**config.mk**
```make
export PLATFORM = sky130hd
export DESIGN_NAME = link_loss_watchdog_flat
export DESIGN_NICKNAME = d
export VERILOG_FILES = /design/src/design/llw_pkg.sv /design/src/design/llw_if.sv /design/src/design/llw_cfg_regs.sv /design/src/design/link_loss_watchdog.sv /design/src/flat_wrapper.sv
export SDC_FILE = /design/constraint.sdc
export NUM_CORES = 1
export LEC_CHECK = 0
export ABC_AREA = 1
export BUFFER_PORTS_ARGS = -buffer_cell sky130_fd_sc_hd__buf_2
export CAP_MARGIN = 0
export CORE_MARGIN = 5
export CORE_UTILIZATION = 30
export DETAILED_ROUTE_END_ITERATION = 10
export GPL_TIMING_DRIVEN = 0
export PLACE_DENSITY = 0.53
export REMOVE_ABC_BUFFERS = 1
export SETUP_SLACK_MARGIN = 0.2
export SLEW_MARGIN = 0
export SYNTH_ARGS = -nofsm -noshare
export SYNTH_HDL_FRONTEND = slang
export SYNTH_SLANG_ARGS = --single-unit
```
**constraint.sdc**
```tcl
create_clock -name clk -period 3.8 [get_ports clk]
set_input_delay 0.76 -clock clk [delete_from_list [all_inputs] [get_ports clk]]
set_output_delay 0.76 -clock clk [all_outputs]
set_load 0.05 [all_outputs]
```
**src/design/llw_pkg.sv**
```systemverilog
package llw_pkg;

  localparam int CfgIndexW = 3;
  localparam int CfgDataW  = 16;
  localparam int TimeoutW  = 16;
  localparam int LqW       = 8;
  localparam int AgeOutW   = 16;

  typedef enum logic [1:0] {
    ACT_TICK  = 2'd0,
    ACT_CHAN  = 2'd1,
    ACT_STATS = 2'd2,
    ACT_NONE  = 2'd3
  } llw_action_t;

  typedef enum logic [2:0] {
    RSN_NONE        = 3'd0,
    RSN_NO_CHAN     = 3'd1,
    RSN_CHAN_STALE  = 3'd2,
    RSN_NO_STATS    = 3'd3,
    RSN_STATS_STALE = 3'd4,
    RSN_LOW_LQ      = 3'd5
  } llw_reason_t;

  typedef enum logic [CfgIndexW-1:0] {
    CFG_CHAN_TIMEOUT  = 3'd0,
    CFG_STATS_TIMEOUT = 3'd1,
    CFG_LQ_LOST       = 3'd2,
    CFG_LQ_RECOVERED  = 3'd3,
    CFG_REQ_STATS     = 3'd4
  } llw_cfg_idx_t;

  localparam logic [TimeoutW-1:0] ChanTimeoutRst  = 16'd500;
  localparam logic [TimeoutW-1:0] StatsTimeoutRst = 16'd1000;
  localparam logic [LqW-1:0]      LqLostRst       = 8'd20;
  localparam logic [LqW-1:0]      LqRecoveredRst  = 8'd40;

  typedef struct packed {
    logic [TimeoutW-1:0] chan_timeout;
    logic [TimeoutW-1:0] stats_timeout;
    logic [LqW-1:0]      lq_lost;
    logic [LqW-1:0]      lq_recovered;
    logic                req_stats;
  } llw_cfg_t;

endpackage

```
**src/design/llw_if.sv**
```systemverilog
interface llw_in_if
  import llw_pkg::*;
();

  logic           valid;
  logic           ready;
  logic [1:0]     action;
  logic [LqW-1:0] rx_quality;

  modport source (output valid, output action, output rx_quality, input ready);
  modport sink   (input valid, input action, input rx_quality, output ready);
endinterface

interface llw_out_if
  import llw_pkg::*;
();

  logic               valid;
  logic               ready;
  logic [2:0]         fault_code;
  logic               healthy;
  logic [AgeOutW-1:0] channels_age_ms;
  logic               channels_age_valid;
  logic [AgeOutW-1:0] stats_age_ms;
  logic               stats_age_valid;
  logic [LqW-1:0]     quality_now;
  logic               quality_ok;

  modport source (
    output valid, output fault_code, output healthy, output channels_age_ms,
    output channels_age_valid, output stats_age_ms, output stats_age_valid,
    output quality_now, output quality_ok, input ready
  );
  modport sink (
    input valid, input fault_code, input healthy, input channels_age_ms,
    input channels_age_valid, input stats_age_ms, input stats_age_valid,
    input quality_now, input quality_ok, output ready
  );
endinterface

```
**src/design/llw_cfg_regs.sv**
```systemverilog
module llw_cfg_regs
  import llw_pkg::*;
(
  input  logic                 clk,
  input  logic                 rst_n,
  input  logic                 cfg_we,
  input  logic [CfgIndexW-1:0] cfg_index,
  input  logic [CfgDataW-1:0]  cfg_wdata,
  output llw_cfg_t             cfg
);

  llw_cfg_t cfg_r;
  llw_cfg_t cfg_nxt;

  always_comb begin
    cfg_nxt = cfg_r;
    if (cfg_we) begin
      case (cfg_index)
        CFG_CHAN_TIMEOUT:  cfg_nxt.chan_timeout  = cfg_wdata[TimeoutW-1:0];
        CFG_STATS_TIMEOUT: cfg_nxt.stats_timeout = cfg_wdata[TimeoutW-1:0];
        CFG_LQ_LOST:       cfg_nxt.lq_lost       = cfg_wdata[LqW-1:0];
        CFG_LQ_RECOVERED:  cfg_nxt.lq_recovered  = cfg_wdata[LqW-1:0];
        CFG_REQ_STATS:     cfg_nxt.req_stats     = cfg_wdata[0];
        default:           cfg_nxt = cfg_r;
      endcase
    end
  end

  always_ff @(posedge clk) begin
    if (!rst_n) begin
      cfg_r.chan_timeout  <= ChanTimeoutRst;
      cfg_r.stats_timeout <= StatsTimeoutRst;
      cfg_r.lq_lost       <= LqLostRst;
      cfg_r.lq_recovered  <= LqRecoveredRst;
      cfg_r.req_stats     <= 1'b1;
    end else begin
      cfg_r <= cfg_nxt;
    end
  end

  assign cfg = cfg_r;

endmodule

```
**src/design/link_loss_watchdog.sv**
```systemverilog
// Channel  Dir  Handshake        Payload
// in_ch    in   valid/ready      action, rx_quality
// out_ch   out  valid/ready      fault_code, healthy, ages, quality snapshot
// cfg      in   cfg_we only      cfg_index, cfg_wdata
//
// One word per cycle sustained while out_ch.ready is high; an accepted word passes the
// input register, then the result register, before its result turns valid on out_ch.
// Synchronous active-low reset clears the state and loads the register defaults.
// A stalled result holds the input register; in_ch.ready drops only when both
// stages are full and out_ch.ready is low.
module link_loss_watchdog
  import llw_pkg::*;
#(
  parameter int AGE_BITS = 16
) (
  input  logic                 clk,
  input  logic                 rst_n,
  llw_in_if.sink               in_ch,
  llw_out_if.source            out_ch,
  input  logic                 cfg_we,
  input  logic [CfgIndexW-1:0] cfg_index,
  input  logic [CfgDataW-1:0]  cfg_wdata
);

  localparam int CmpW = (AGE_BITS > AgeOutW) ? AGE_BITS : AgeOutW;
  localparam logic [AGE_BITS-1:0] AgeMax = '1;
  localparam logic [CmpW-1:0] AgeOutMax = CmpW'({AgeOutW{1'b1}});

  llw_cfg_t cfg;

  llw_cfg_regs u_cfg (
    .clk       (clk),
    .rst_n     (rst_n),
    .cfg_we    (cfg_we),
    .cfg_index (cfg_index),
    .cfg_wdata (cfg_wdata),
    .cfg       (cfg)
  );

  // input register
  logic           s1_valid_r;
  logic [1:0]     s1_action_r;
  logic [LqW-1:0] s1_lq_r;
  logic           s1_adv;
  logic           in_fire;

  // state
  logic                chan_seen_r, chan_seen_nxt;
  logic [AGE_BITS-1:0] chan_age_r, chan_age_nxt;
  logic                stats_seen_r, stats_seen_nxt;
  logic [AGE_BITS-1:0] stats_age_r, stats_age_nxt;
  logic [LqW-1:0]      lq_r, lq_nxt;
  logic                qok_r, qok_nxt;

  // result register
  logic               out_valid_r;
  llw_reason_t        reason_r, reason_nxt;
  logic [AgeOutW-1:0] chan_age_out_r, chan_age_out_nxt;
  logic [AgeOutW-1:0] stats_age_out_r, stats_age_out_nxt;

  logic [CmpW-1:0] chan_age_ext;
  logic [CmpW-1:0] stats_age_ext;

  assign s1_adv      = !out_valid_r || out_ch.ready;
  assign in_ch.ready = !s1_valid_r || s1_adv;
  assign in_fire     = in_ch.valid && in_ch.ready;

  always_ff @(posedge clk) begin
    if (!rst_n) begin
      s1_valid_r <= 1'b0;
    end else if (in_ch.ready) begin
      s1_valid_r <= in_ch.valid;
    end
  end

  always_ff @(posedge clk) begin
    if (in_fire) begin
      s1_action_r <= in_ch.action;
      s1_lq_r     <= in_ch.rx_quality;
    end
  end

  always_comb begin
    chan_seen_nxt  = chan_seen_r;
    chan_age_nxt   = chan_age_r;
    stats_seen_nxt = stats_seen_r;
    stats_age_nxt  = stats_age_r;
    lq_nxt         = lq_r;
    qok_nxt        = qok_r;
    unique case (llw_action_t'(s1_action_r))
      ACT_TICK: begin
        if (chan_seen_r && chan_age_r != AgeMax) chan_age_nxt = chan_age_r + AGE_BITS'(1);
        if (stats_seen_r && stats_age_r != AgeMax) stats_age_nxt = stats_age_r + AGE_BITS'(1);
      end
      ACT_CHAN: begin
        chan_seen_nxt = 1'b1;
        chan_age_nxt  = '0;
      end
      ACT_STATS: begin
        stats_seen_nxt = 1'b1;
        stats_age_nxt  = '0;
        lq_nxt         = s1_lq_r;
        priority if (s1_lq_r < cfg.lq_lost) qok_nxt = 1'b0;
        else if (s1_lq_r >= cfg.lq_recovered) qok_nxt = 1'b1;
        else qok_nxt = qok_r;
      end
      ACT_NONE: ;
    endcase
  end

  assign chan_age_ext  = CmpW'(chan_age_nxt);
  assign stats_age_ext = CmpW'(stats_age_nxt);

  always_comb begin
    chan_age_out_nxt  = (chan_age_ext > AgeOutMax) ? AgeOutMax[AgeOutW-1:0]
                                                   : chan_age_ext[AgeOutW-1:0];
    stats_age_out_nxt = (stats_age_ext > AgeOutMax) ? AgeOutMax[AgeOutW-1:0]
                                                    : stats_age_ext[AgeOutW-1:0];
    priority if (!chan_seen_nxt)                              reason_nxt = RSN_NO_CHAN;
    else if (chan_age_ext > CmpW'(cfg.chan_timeout))          reason_nxt = RSN_CHAN_STALE;
    else if (!cfg.req_stats)                                  reason_nxt = RSN_NONE;
    else if (!stats_seen_nxt)                                 reason_nxt = RSN_NO_STATS;
    else if (stats_age_ext > CmpW'(cfg.stats_timeout))        reason_nxt = RSN_STATS_STALE;
    else if (!qok_nxt)                                        reason_nxt = RSN_LOW_LQ;
    else                                                      reason_nxt = RSN_NONE;
  end

  always_ff @(posedge clk) begin
    if (!rst_n) begin
      chan_seen_r  <= 1'b0;
      chan_age_r   <= '0;
      stats_seen_r <= 1'b0;
      stats_age_r  <= '0;
      lq_r         <= '0;
      qok_r        <= 1'b0;
    end else if (s1_valid_r && s1_adv) begin
      chan_seen_r  <= chan_seen_nxt;
      chan_age_r   <= chan_age_nxt;
      stats_seen_r <= stats_seen_nxt;
      stats_age_r  <= stats_age_nxt;
      lq_r         <= lq_nxt;
      qok_r        <= qok_nxt;
    end
  end

  always_ff @(posedge clk) begin
    if (!rst_n) begin
      out_valid_r <= 1'b0;
    end else if (s1_adv) begin
      out_valid_r <= s1_valid_r;
    end
  end

  always_ff @(posedge clk) begin
    if (s1_valid_r && s1_adv) begin
      reason_r        <= reason_nxt;
      chan_age_out_r  <= chan_age_out_nxt;
      stats_age_out_r <= stats_age_out_nxt;
    end
  end

  assign out_ch.valid              = out_valid_r;
  assign out_ch.fault_code         = reason_r;
  assign out_ch.healthy            = (reason_r == RSN_NONE);
  assign out_ch.channels_age_ms    = chan_age_out_r;
  assign out_ch.channels_age_valid = chan_seen_r;
  assign out_ch.stats_age_ms       = stats_age_out_r;
  assign out_ch.stats_age_valid    = stats_seen_r;
  assign out_ch.quality_now        = lq_r;
  assign out_ch.quality_ok         = qok_r;

  a_unseen_age_zero: assert property (@(posedge clk) disable iff (!rst_n)
    !chan_seen_r |-> chan_age_r == '0)
    else $error("channel age moved before any channel word");

  a_qok_rise_on_stats: assert property (@(posedge clk) disable iff (!rst_n)
    $rose(qok_r) |-> $past(s1_valid_r && s1_adv && s1_action_r == ACT_STATS))
    else $error("quality flag set without a stats word");

  a_low_lq_flag: assert property (@(posedge clk) disable iff (!rst_n)
    out_valid_r && reason_r == RSN_LOW_LQ |-> !qok_r)
    else $error("low quality reported with flag set");

  a_stall_holds_state: assert property (@(posedge clk) disable iff (!rst_n)
    out_valid_r && !out_ch.ready |=> $stable(chan_age_r) && $stable(stats_age_r))
    else $error("state advanced during output stall");

endmodule
```
**src/flat_wrapper.sv**
```systemverilog
// flat-port wrapper written by rule: the top's interface ports become plain ports
module link_loss_watchdog_flat import llw_pkg::*;
#(
  parameter int AGE_BITS = 16
)
  (clk, rst_n, cfg_we, cfg_index, cfg_wdata, in_ch_valid, in_ch_action, in_ch_rx_quality, in_ch_ready, out_ch_valid, out_ch_fault_code, out_ch_healthy, out_ch_channels_age_ms, out_ch_channels_age_valid, out_ch_stats_age_ms, out_ch_stats_age_valid, out_ch_quality_now, out_ch_quality_ok, out_ch_ready);
  llw_in_if in_ch_i ();
  llw_out_if out_ch_i ();
  input  logic clk;
  input  logic rst_n;
  input  logic cfg_we;
  input  logic [CfgIndexW-1:0] cfg_index;
  input  logic [CfgDataW-1:0] cfg_wdata;
  input wire logic [$bits(in_ch_i.valid)-1:0] in_ch_valid;
  input wire logic [$bits(in_ch_i.action)-1:0] in_ch_action;
  input wire logic [$bits(in_ch_i.rx_quality)-1:0] in_ch_rx_quality;
  output wire logic [$bits(in_ch_i.ready)-1:0] in_ch_ready;
  output wire logic [$bits(out_ch_i.valid)-1:0] out_ch_valid;
  output wire logic [$bits(out_ch_i.fault_code)-1:0] out_ch_fault_code;
  output wire logic [$bits(out_ch_i.healthy)-1:0] out_ch_healthy;
  output wire logic [$bits(out_ch_i.channels_age_ms)-1:0] out_ch_channels_age_ms;
  output wire logic [$bits(out_ch_i.channels_age_valid)-1:0] out_ch_channels_age_valid;
  output wire logic [$bits(out_ch_i.stats_age_ms)-1:0] out_ch_stats_age_ms;
  output wire logic [$bits(out_ch_i.stats_age_valid)-1:0] out_ch_stats_age_valid;
  output wire logic [$bits(out_ch_i.quality_now)-1:0] out_ch_quality_now;
  output wire logic [$bits(out_ch_i.quality_ok)-1:0] out_ch_quality_ok;
  input wire logic [$bits(out_ch_i.ready)-1:0] out_ch_ready;
  assign in_ch_i.valid = in_ch_valid;
  assign in_ch_i.action = in_ch_action;
  assign in_ch_i.rx_quality = in_ch_rx_quality;
  assign in_ch_ready = in_ch_i.ready;
  assign out_ch_valid = out_ch_i.valid;
  assign out_ch_fault_code = out_ch_i.fault_code;
  assign out_ch_healthy = out_ch_i.healthy;
  assign out_ch_channels_age_ms = out_ch_i.channels_age_ms;
  assign out_ch_channels_age_valid = out_ch_i.channels_age_valid;
  assign out_ch_stats_age_ms = out_ch_i.stats_age_ms;
  assign out_ch_stats_age_valid = out_ch_i.stats_age_valid;
  assign out_ch_quality_now = out_ch_i.quality_now;
  assign out_ch_quality_ok = out_ch_i.quality_ok;
  assign out_ch_i.ready = out_ch_ready;
  link_loss_watchdog #(.AGE_BITS(AGE_BITS)) u_core (.clk(clk), .rst_n(rst_n), .in_ch(in_ch_i), .out_ch(out_ch_i), .cfg_we(cfg_we), .cfg_index(cfg_index), .cfg_wdata(cfg_wdata));
endmodule
```
Word level (Yosys, flattened, before mapping):

Index checks and enable logic that the tools add are counted.

* register bits after elaboration: 139
* latch bits: 0
* bits in writable memories: 0
* bits in read-only memories: 0
* input port bits: 34
* output and inout bits: 49
* memories kept: 0

* $add $sub $neg: 2
* multiply operators: 0
* divide/modulo/power cells: 0
* order comparisons: 6
* eq/ne operators: 8
* shifts and indexed selects: 0
* mux-type cells: 14
* bitwise operators: 3
* reductions and logical operators: 18

Operators with widths (number)
* $pmux 16 s2: 2
* $add 16x1->16 const B: 2
* $gt 16x16->1: 2
* $gt 16x16->1 const B: 2
* $mux 16: 2
* $ne 16x16->1 const B: 2
* $reduce_and 2->1: 6
* $ge 8x8->1: 1
* $lt 8x8->1: 1
* $eq 3x2->1 const B: 2
* $logic_not 3->1: 2
* $mux 2: 3
* $mux 3: 2
* $mux 1: 5
* $logic_and 1x1->1: 4
* $reduce_or 4->1: 1
* $eq 3x1->1 const B: 1
* $eq 3x3->1 const B: 1
* $not 1->1: 3
* $eq 2x1->1 const B: 1
* $eq 2x2->1 const B: 1
* $logic_not 1->1: 2
* $logic_not 2->1: 1
* $logic_or 1x1->1: 2

Logic depth before layout (Yosys ltp):

Gate-level depths: netlist of the first run.

* depth after elaboration: 9
* mapped depth: 23

Modules after synthesis:

Synthesis of the first run repeated with hierarchy kept, for this count alone.

* cells, all modules: 1020
* area, all modules: 7588.5 um^2

By module, submodules not included
* link_loss_watchdog: instances 1, cells an instance 742, area each 5622.9 um^2, seq. area each 2252.2 um^2
* llw_cfg_regs: instances 1, cells an instance 278, area each 1965.6 um^2, seq. area each 980.9 um^2

Worst setup path after synthesis of the first run:

OpenSTA, ideal clock, no wires.

* path type: input-to-reg
* start: input port out_ch_ready
* end: register u_core.chan_age_out_r[0], in the netlist u_core.out_ch.channels_age_ms[0], enable pin
* library setup time: 0.414 ns
* arrival: 2.399 ns
* required time: 3.386 ns
* setup slack: 0.987 ns
* stages on the path: 5
* cell sequence: inv_1 -> nand2_1 -> nand2_1 -> clkinv_1 -> clkbuf_1

* longest elaborated chain between the ends: 2

RTL lines
* start: declaration: RTL line flat_wrapper.sv:27 `input wire logic [$bits(out_ch_i.ready)-1:0] out_ch_ready;`
* $logic_or 1x1->1: RTL line link_loss_watchdog.sv:64 `assign s1_adv = !out_valid_r || out_ch.ready;`
* $logic_and 1x1->1: RTL line link_loss_watchdog.sv:155 `if (s1_valid_r && s1_adv) begin`
* end signal: assignment: RTL line link_loss_watchdog.sv:157 `chan_age_out_r <= chan_age_out_nxt;`
* end: declaration: RTL line link_loss_watchdog.sv:58 `logic [AgeOutW-1:0] chan_age_out_r, chan_age_out_nxt;`

Every way passes these cells.
A chain may end at the register's enable or synchronous reset.

Worst setup path after layout of the first run:

* start: register u_core.chan_age_r[0]
* end: register u_core.reason_r[2], in the netlist u_core.out_ch.fault_code[2] (data pin)

* longest elaborated chain between the ends: 6
* elaborated cells between the ends (all ways): 7
* classes of those cells: add/sub: 1; order compare: 1; eq/ne: 1; mux: 2; reduce/logical: 2

RTL lines
* start: declaration: RTL line link_loss_watchdog.sv:49 `logic [AGE_BITS-1:0] chan_age_r, chan_age_nxt;`
* start signal: assignment: RTL line link_loss_watchdog.sv:138 `chan_age_r <= chan_age_nxt;`
* parallel branches: the longest is 2 deep, another holds $add 16x1->16
* $mux 16 (*): RTL line link_loss_watchdog.sv:92 `if (chan_seen_r && chan_age_r != AgeMax) chan_age_nxt = chan_age_r + AGE_BITS'(1);`
* $pmux 16 s2 (*): RTL line link_loss_watchdog.sv:90 `unique case (llw_action_t'(s1_action_r))`
* net u_core.chan_age_ext[11]: RTL line link_loss_watchdog.sv:61 `logic [CmpW-1:0] chan_age_ext;`
* $gt 16x16->1 (*): RTL line link_loss_watchdog.sv:120 `else if (chan_age_ext > CmpW'(cfg.chan_timeout)) reason_nxt = RSN_CHAN_STALE;`
* $reduce_or 4->1 (no source line) (*)
* end signal: assignment: RTL line link_loss_watchdog.sv:156 `reason_r <= reason_nxt;`
* end: declaration: RTL line link_loss_watchdog.sv:57 `llw_reason_t reason_r, reason_nxt;`

Mark *: on every way through the listed nets, which the timed path passes.

==> results of run 1 <==
## sequential cells by signal, summed over array words and instances, names as in the netlist
name,count
u_core.out_ch.stats_age_valid,1
u_core.out_ch.stats_age_ms,16
u_core.stats_age_r,16
u_core.out_ch.valid,1
u_core.out_ch.channels_age_valid,1
u_core.u_cfg.cfg,49
u_core.out_ch.quality_now,8
u_core.out_ch.quality_ok,1
u_core.s1_lq_r,8
u_core.s1_action_r,2
u_core.chan_age_r,16
u_core.out_ch.fault_code,3
u_core.out_ch.channels_age_ms,16
u_core.s1_valid_r,1
## path summary, 6_finish.rpt
| path | to | startpoint |
|---|---|---|
| worst min register to register | u_core.u_cfg.cfg[15] | u_core.u_cfg.cfg[15] |
| worst max register to register | u_core.out_ch.fault_code[2] | u_core.chan_age_r[0] |
| worst max-delay path | u_core.out_ch.fault_code[2] | u_core.chan_age_r[0] |
| worst min-delay path | u_core.u_cfg.cfg[15] | u_core.u_cfg.cfg[15] |
## final cells by class
cell class	count	area, µm²
Multi-Input combinational cell	627	3510
Timing Repair Buffer	86	455
Sequential cell	139	3230
Clock inverter	12	115
Inverter	153	576
Tap cell	324	405
Fill cell	2558	15600
Clock buffer	20	457
## repair_timing
item	4_1_cts	5_1_grt
buffers inserted	0	3
resized for setup	0	1
endpoints found under the setup margin	0	2
## per-stage QoR
step                      cells  hold WS [ns]
after floorplan             919         0.433
after global placement     1325         0.449
after detailed placement   1326         0.453
after CTS                  1358         0.462
after global routing       1361         0.482
final                      1361         0.460
## critical path: stages, from the launching register on
cell	delay [ns]
dfxtp_1	0.36
ha_1	0.25
nand3_1	0.13
inv_2	0.08
nand2_2	0.08
inv_2	0.05
a21oi_2	0.33
nand2_1	0.09
nand3_1	0.08
nand2_1	0.05
nand2_1	0.12
inv_1	0.08
ha_1	0.29
nand2_1	0.07
nor4_1	0.52
nand2_1	0.11
nand2_1	0.11
nand2_1	0.07
nand3_1	0.07
nor2_1	0.04
## report_power, final
group	total, mW	switching [mW]	leakage (nW)	internal, mW
logic	0.497	0.351	2.54	0.147
registers	1.67	0.0553	1.20	1.61
clock network	1.63	0.685	0.262	0.941
## routing by layer
| layer | vias up | part of all wire (%) | global-route usage (%) |
|---|---|---|---|
| met4 | 0 | 0.84 | 3.49 |
| met1 | 2795 | 50 | 19.1 |
| met2 | 114 | 44 | 20.9 |
| met3 | 10 | 4.8 | 3.35 |
| li1 | 3262 | - | - |
| met5 | - | 0 | 0 |
## layout by cell type, fill, tap and decap left out, drive strengths merged
master    Yosys  layout
o21bai        2       2
a21o          1       1
nand4         7       7
o22ai         1       1
a21oi        96      96
o211ai       14      14
clkinvlp      0       6
xor2          4       4
a31oi         1       1
nor2         78      78
edfxtp       45      45
o21ai        90      90
o21a          2       2
a211oi        1       1
clkbuf       21      20
nor3          4       4
dfxtp        94      94
clkinv        3       5
nand3        64      64
ha           49      49
nand3b        1       1
nand2       208     208
inv         150     153
or2           1       1
nor4          3       3
bufinv        0       1
buf           3      86
## cell families (layout without fill, tap and decap cells)
family / after synthesis / count (layout) / share of synthesized area (%)
flops: 139 / 139 / 43.5
simple gates: 366 / 366 / 23.1
compound gates: 208 / 208 / 15.4
xor+xnor: 4 / 4 / 0.471
fa+ha+maj: 49 / 49 / 8.25
buf+inv: 177 / 271 / 9.28
==> metrics.md, run 1 <==
| Metric | Value |
|---|---|
| Status | `finished clean` |
| Placed cell area | `0.00816 mm²` |
| #FFs+latches synth | `139` |
| Worst Path Class, Setup | `reg -> reg` |
| Routability cong. | `0.794` |
| DRC Markers | `0` |
| Final Hold Vio Count | `0` |
| PortBufs | `82` |
| CTS tree | `built` |
| Setup ws final | `0.545 ns` |
| Vias in the first global route | `5964` |
| Post-Route Skew | `0.00702 ns` |
| Core ar. | `0.0244 mm²` |
| Count leader, synth | `nand2_1` |
| VDD IR max | `0.276 mV` |
| Req. time, crit path | `3.97 ns` |
| Hold Path Depth | `2` |
| RSZ-0062 raised after global routing | `false` |
| Overall Power | `3.79 mW` |
| Via density | `4.54` |
| Initial antenna violation count | `0` |
| Rows | `57` |
| Layout area overhead | `17.8%` |
| GRT overflow | `0` |
| Worst-Skew Late Latency | `0.42 ns` |
| Worst slew margin | `39.3%` |
| Synth area leaders | `dfxtp_1, edfxtp_1, nand2_1` |
| Clock-pin slew on the worst setup and hold paths | `0.06 ns` |
| Wire length per cell | `13.8 µm` |
| Slew of the pin with the lowest slew margin | `0.904 ns` |
| Gr usage total | `13.6%` |
| Max Cap Viol | `0` |
| R2R setup slack | `0.55 ns` |
| FMAX | `0.307 GHz` |
| Register area share after synthesis | `43.5%` |
| Main flop type after synthesis | `dfxtp_1` |
| Pin count of the biggest net entering global routing | `86` |
| Worst Setup End Kind | `flip-flop` |
| Starting Density | `30.5%` |
| Num CTS Buffers | `17` |
| Die Span Y | `167 µm` |
| Leak | `4.00 nW` |
| DP HPWL | `13.7 mm` |
| Tmin final | `3.25 ns` |
| Global-route wire length before repair | `30.6 mm` |
| DR iter-0 viols | `339` |
| Final WL | `18.7 mm` |
| Synth cell count leaders | `nand2_1, inv_1, dfxtp_1` |
| Syn Std Cell Area | `0.00743 mm²` |
| Utilization after layout | `35.9%` |
| Synth area leader | `dfxtp_1` |
| Clk sinks | `139` |
| Mean Syn Cell Area | `7.88 µm²` |
| Root Buffer | `clkbuf_16` |
| Critical path startpoint category | `flip-flop` |
| Drt pass-1 iters | `5` |
| Diode count | `0` |
| Top Ports | `83` |
| Finished Cell Area | `0.00875 mm²` |
| Final Max Tran Viols | `0` |
| Number of synthesized flops with an enable pin | `45` |
| Finish-stage setup viols | `0` |
| Final period util | `85.7%` |
| Reg2reg path depth | `19` |
| Dpl ws | `0.459 ns` |
| Yosys top cell area share | `25.3%` |
| Crit-path max FO | `8` |
| CTS Hold Bufs | `0` |
| Worst-case clock buffer depth | `2` |
| Share of flip-flops with an asynchronous set or reset | `0%` |
| Power Dens Cells | `433 mW/mm²` |
| Layout cell share with drive strength beyond 1 | `16.7%` |
| Warnings from Yosys | `0` |
| Die area | `0.0280 mm²` |
| Fin Setup TNS | `0 ns` |
| Vias | `6181` |
| HP Class | `reg -> reg` |
| CTS H-tree depth | `4` |
| Chip Width | `167 µm` |
| Antenna viol nets, final | `0` |
| Post-synth cell types | `40` |
| Final nets | `1107` |
| Data arrival time of the critical path | `3.42 ns` |
| Syn Inst Count | `943` |
No activity file was read; power rests on OpenSTA's default activity.
==> inputs of run 2 (changes only) <==
CORE_MARGIN = 2   (was 5)
==> run 2 against run 1 <==
Worst hold slack barely moved. Clock skew up 0.00073 ns. Power is 0.45% lower. Non-clock buffer count is the same. Largest cell class unchanged. Combinational power barely moved. Critical path type unchanged. Final cell count did not move. Utilization is 0.069 points higher. Largest power group unchanged. Flip-flop and latch count unchanged. First-iteration DRC count rose by 1.8%. Sequential power about the same. Die area is 7.0% lower.
==> metrics.md, run 2 (synthesized netlist as in run 1, its figures left out) <==
| Metric | Value |
|---|---|
| Gr usage total | `14.9%` |
| Power Dens Cells | `432 mW/mm²` |
| Num CTS Buffers | `17` |
| Overall Power | `3.78 mW` |
| Wire length per cell | `13.6 µm` |
| Routability cong. | `0.784` |
| Via density | `4.59` |
| Switching Fraction | `29.0%` |
| HP Class | `reg -> reg` |
| VDD IR max | `0.241 mV` |
| DP HPWL | `13.6 mm` |
| Setup ws final | `0.585 ns` |
| CP cell instances | `inv_1 -> nor2_1 -> inv_1 -> nand3_1 -> inv_1 -> ha_1 -> nand2_1 -> nor4_1 -> nand2_1 -> nand2_1 -> nand2_1 -> nand3_1 -> nor2_1` |
| Root Buffer | `clkbuf_16` |
| Worst Path Class, Setup | `reg -> reg` |
| Most frequent CP cell | `nand2_1` |
| Tmin final | `3.22 ns` |
| Slowest Stage Delay on Critical Path | `0.53 ns` |
| Diode count | `0` |
| CTS H-tree depth | `4` |
| Max Cap Viol | `0` |
| Rows | `57` |
| Crit-path max FO | `13` |
| Clk sinks | `139` |
| Status | `finished clean` |
| Starting Density | `30.6%` |
| Final Hold Vio Count | `0` |
| Most common cell after layout, fill and taps aside | `nand2_1` |
| Core ar. | `0.0243 mm²` |
| Layout cell share with drive strength beyond 1 | `16.7%` |
| Vias | `6250` |
| Final period util | `84.6%` |
| DR iter-0 viols | `345` |
| PortBufs | `82` |
| Most frequent cells in the layout | `nand2_1, inv_1, dfxtp_1, a21oi_1` |
| Antenna viol nets, final | `0` |
| CTS tree | `built` |
| Layout area overhead | `17.7%` |
| Data arrival time of the critical path | `3.40 ns` |
| Final nets | `1107` |
| Worst-Skew Late Latency | `0.43 ns` |
| Int Power | `2.68 mW` |
| RSZ-0062 raised after global routing | `false` |
| Leak | `4.01 nW` |
| Slowest cell on the critical path | `nor4_1` |
| Die Span Y | `161 µm` |
| Post-Route Skew | `0.00774 ns` |
| Worst Setup End Kind | `flip-flop` |
| NetSw | `1.09 mW` |
| Fin Setup TNS | `0 ns` |
| Finish-stage setup viols | `0` |
| Die area | `0.0260 mm²` |
| Final Max Tran Viols | `0` |
| CTS Hold Bufs | `0` |
| Chip Width | `161 µm` |
| Max reg flops | `49` |
| Global-route wire length before repair | `30.6 mm` |
| Worst slew margin | `40.1%` |
| Drt pass-1 iters | `5` |
| Final WL | `18.5 mm` |
| Clock-pin slew on the worst setup and hold paths | `0.06 ns` |
| Comb pwr share | `13.2%` |
| Pin count of the biggest net entering global routing | `86` |
| Dpl ws | `0.471 ns` |
| Vias in the first global route | `5892` |
| Clk pwr share | `42.6%` |
| Flop pwr share | `44.2%` |
| Critical path startpoint category | `flip-flop` |
| Top Ports | `83` |
| FMAX | `0.311 GHz` |
| Slew of the pin with the lowest slew margin | `0.892 ns` |
| Fill cells | `2564` |
| Req. time, crit path | `3.98 ns` |
| Worst-case clock buffer depth | `2` |
| GRT overflow | `0` |
| Initial antenna violation count | `0` |
| DRC Markers | `0` |
-- run 2: power by group through the flow --
stage	clock (mW)	sequential [mW]	combinational (mW)
2_1_floorplan	0	1.78	0.262
3_3_place_gp	0	1.71	0.485
3_5_place_dp	0	1.70	0.495
4_1_cts	1.63	1.67	0.499
5_1_grt	1.71	1.68	0.564
6_report	1.61	1.67	0.498
-- run 2: stage by stage --
stage / instances / utilization (%) / hold WS [ns] / cell area (µm²)
4_1_cts: 1358 / 35.9 / 0.462 / 8720
3_3_place_gp: 1325 / 33.4 / 0.448 / 8130
5_1_grt: 1361 / 36.0 / 0.477 / 8740
6_report: 1361 / 36.0 / 0.460 / 8740
3_5_place_dp: 1326 / 33.5 / 0.452 / 8160
2_1_floorplan: 919 / - / 0.433 / 7320
-- run 2: repair_timing --
item | in CTS | in global routing
resized for setup | 0 | 1
setup endpoints to repair | 0 | 3
setup buffers | 0 | 3
-- run 2: worst max-delay path, delay by kind of cell, from the launching register on --
family	cells	cell delay [ns]
adder cells (fa/ha/maj)	1	0.16
buffers and inverters	3	0.98
AND/OR/NAND/NOR	9	1.33
flip-flops	1	0.52
-- run 2: final cells by class --
type / count / area [µm²] / area share, %
multi-input cells: 627 / 3510 / 40.2
flip-flops and latches: 139 / 3230 / 37.0
inverters: 153 / 576 / 6.58
repair buffers: 86 / 455 / 5.21
clock buffers: 19 / 443 / 5.07
well taps: 324 / 405 / 4.64
clock inverters: 13 / 120 / 1.37
-- run 2: path summary, 6_finish.rpt --
check / startpoint / endpoint / slack (ns) / cells after the start
setup / recovery: u_core.s1_action_r[0] / u_core.out_ch.fault_code[2] / 0.58 / 13
hold / removal: u_core.u_cfg.cfg[2] / u_core.u_cfg.cfg[2] / 0.46 / 2
setup reg to reg: u_core.s1_action_r[0] / u_core.out_ch.fault_code[2] / 0.58 / 13
hold reg to reg: u_core.u_cfg.cfg[2] / u_core.u_cfg.cfg[2] / 0.46 / 2
-- run 2: routing by layer --
layer  vias to the layer above  wire length, µm  global-route usage, %
met5                         -                0                      0
met4                         0              139                   3.61
met3                        11              943                   3.49
met2                       130             8090                   23.4
met1                      2848             9350                   20.9
li1                       3261                -                      -
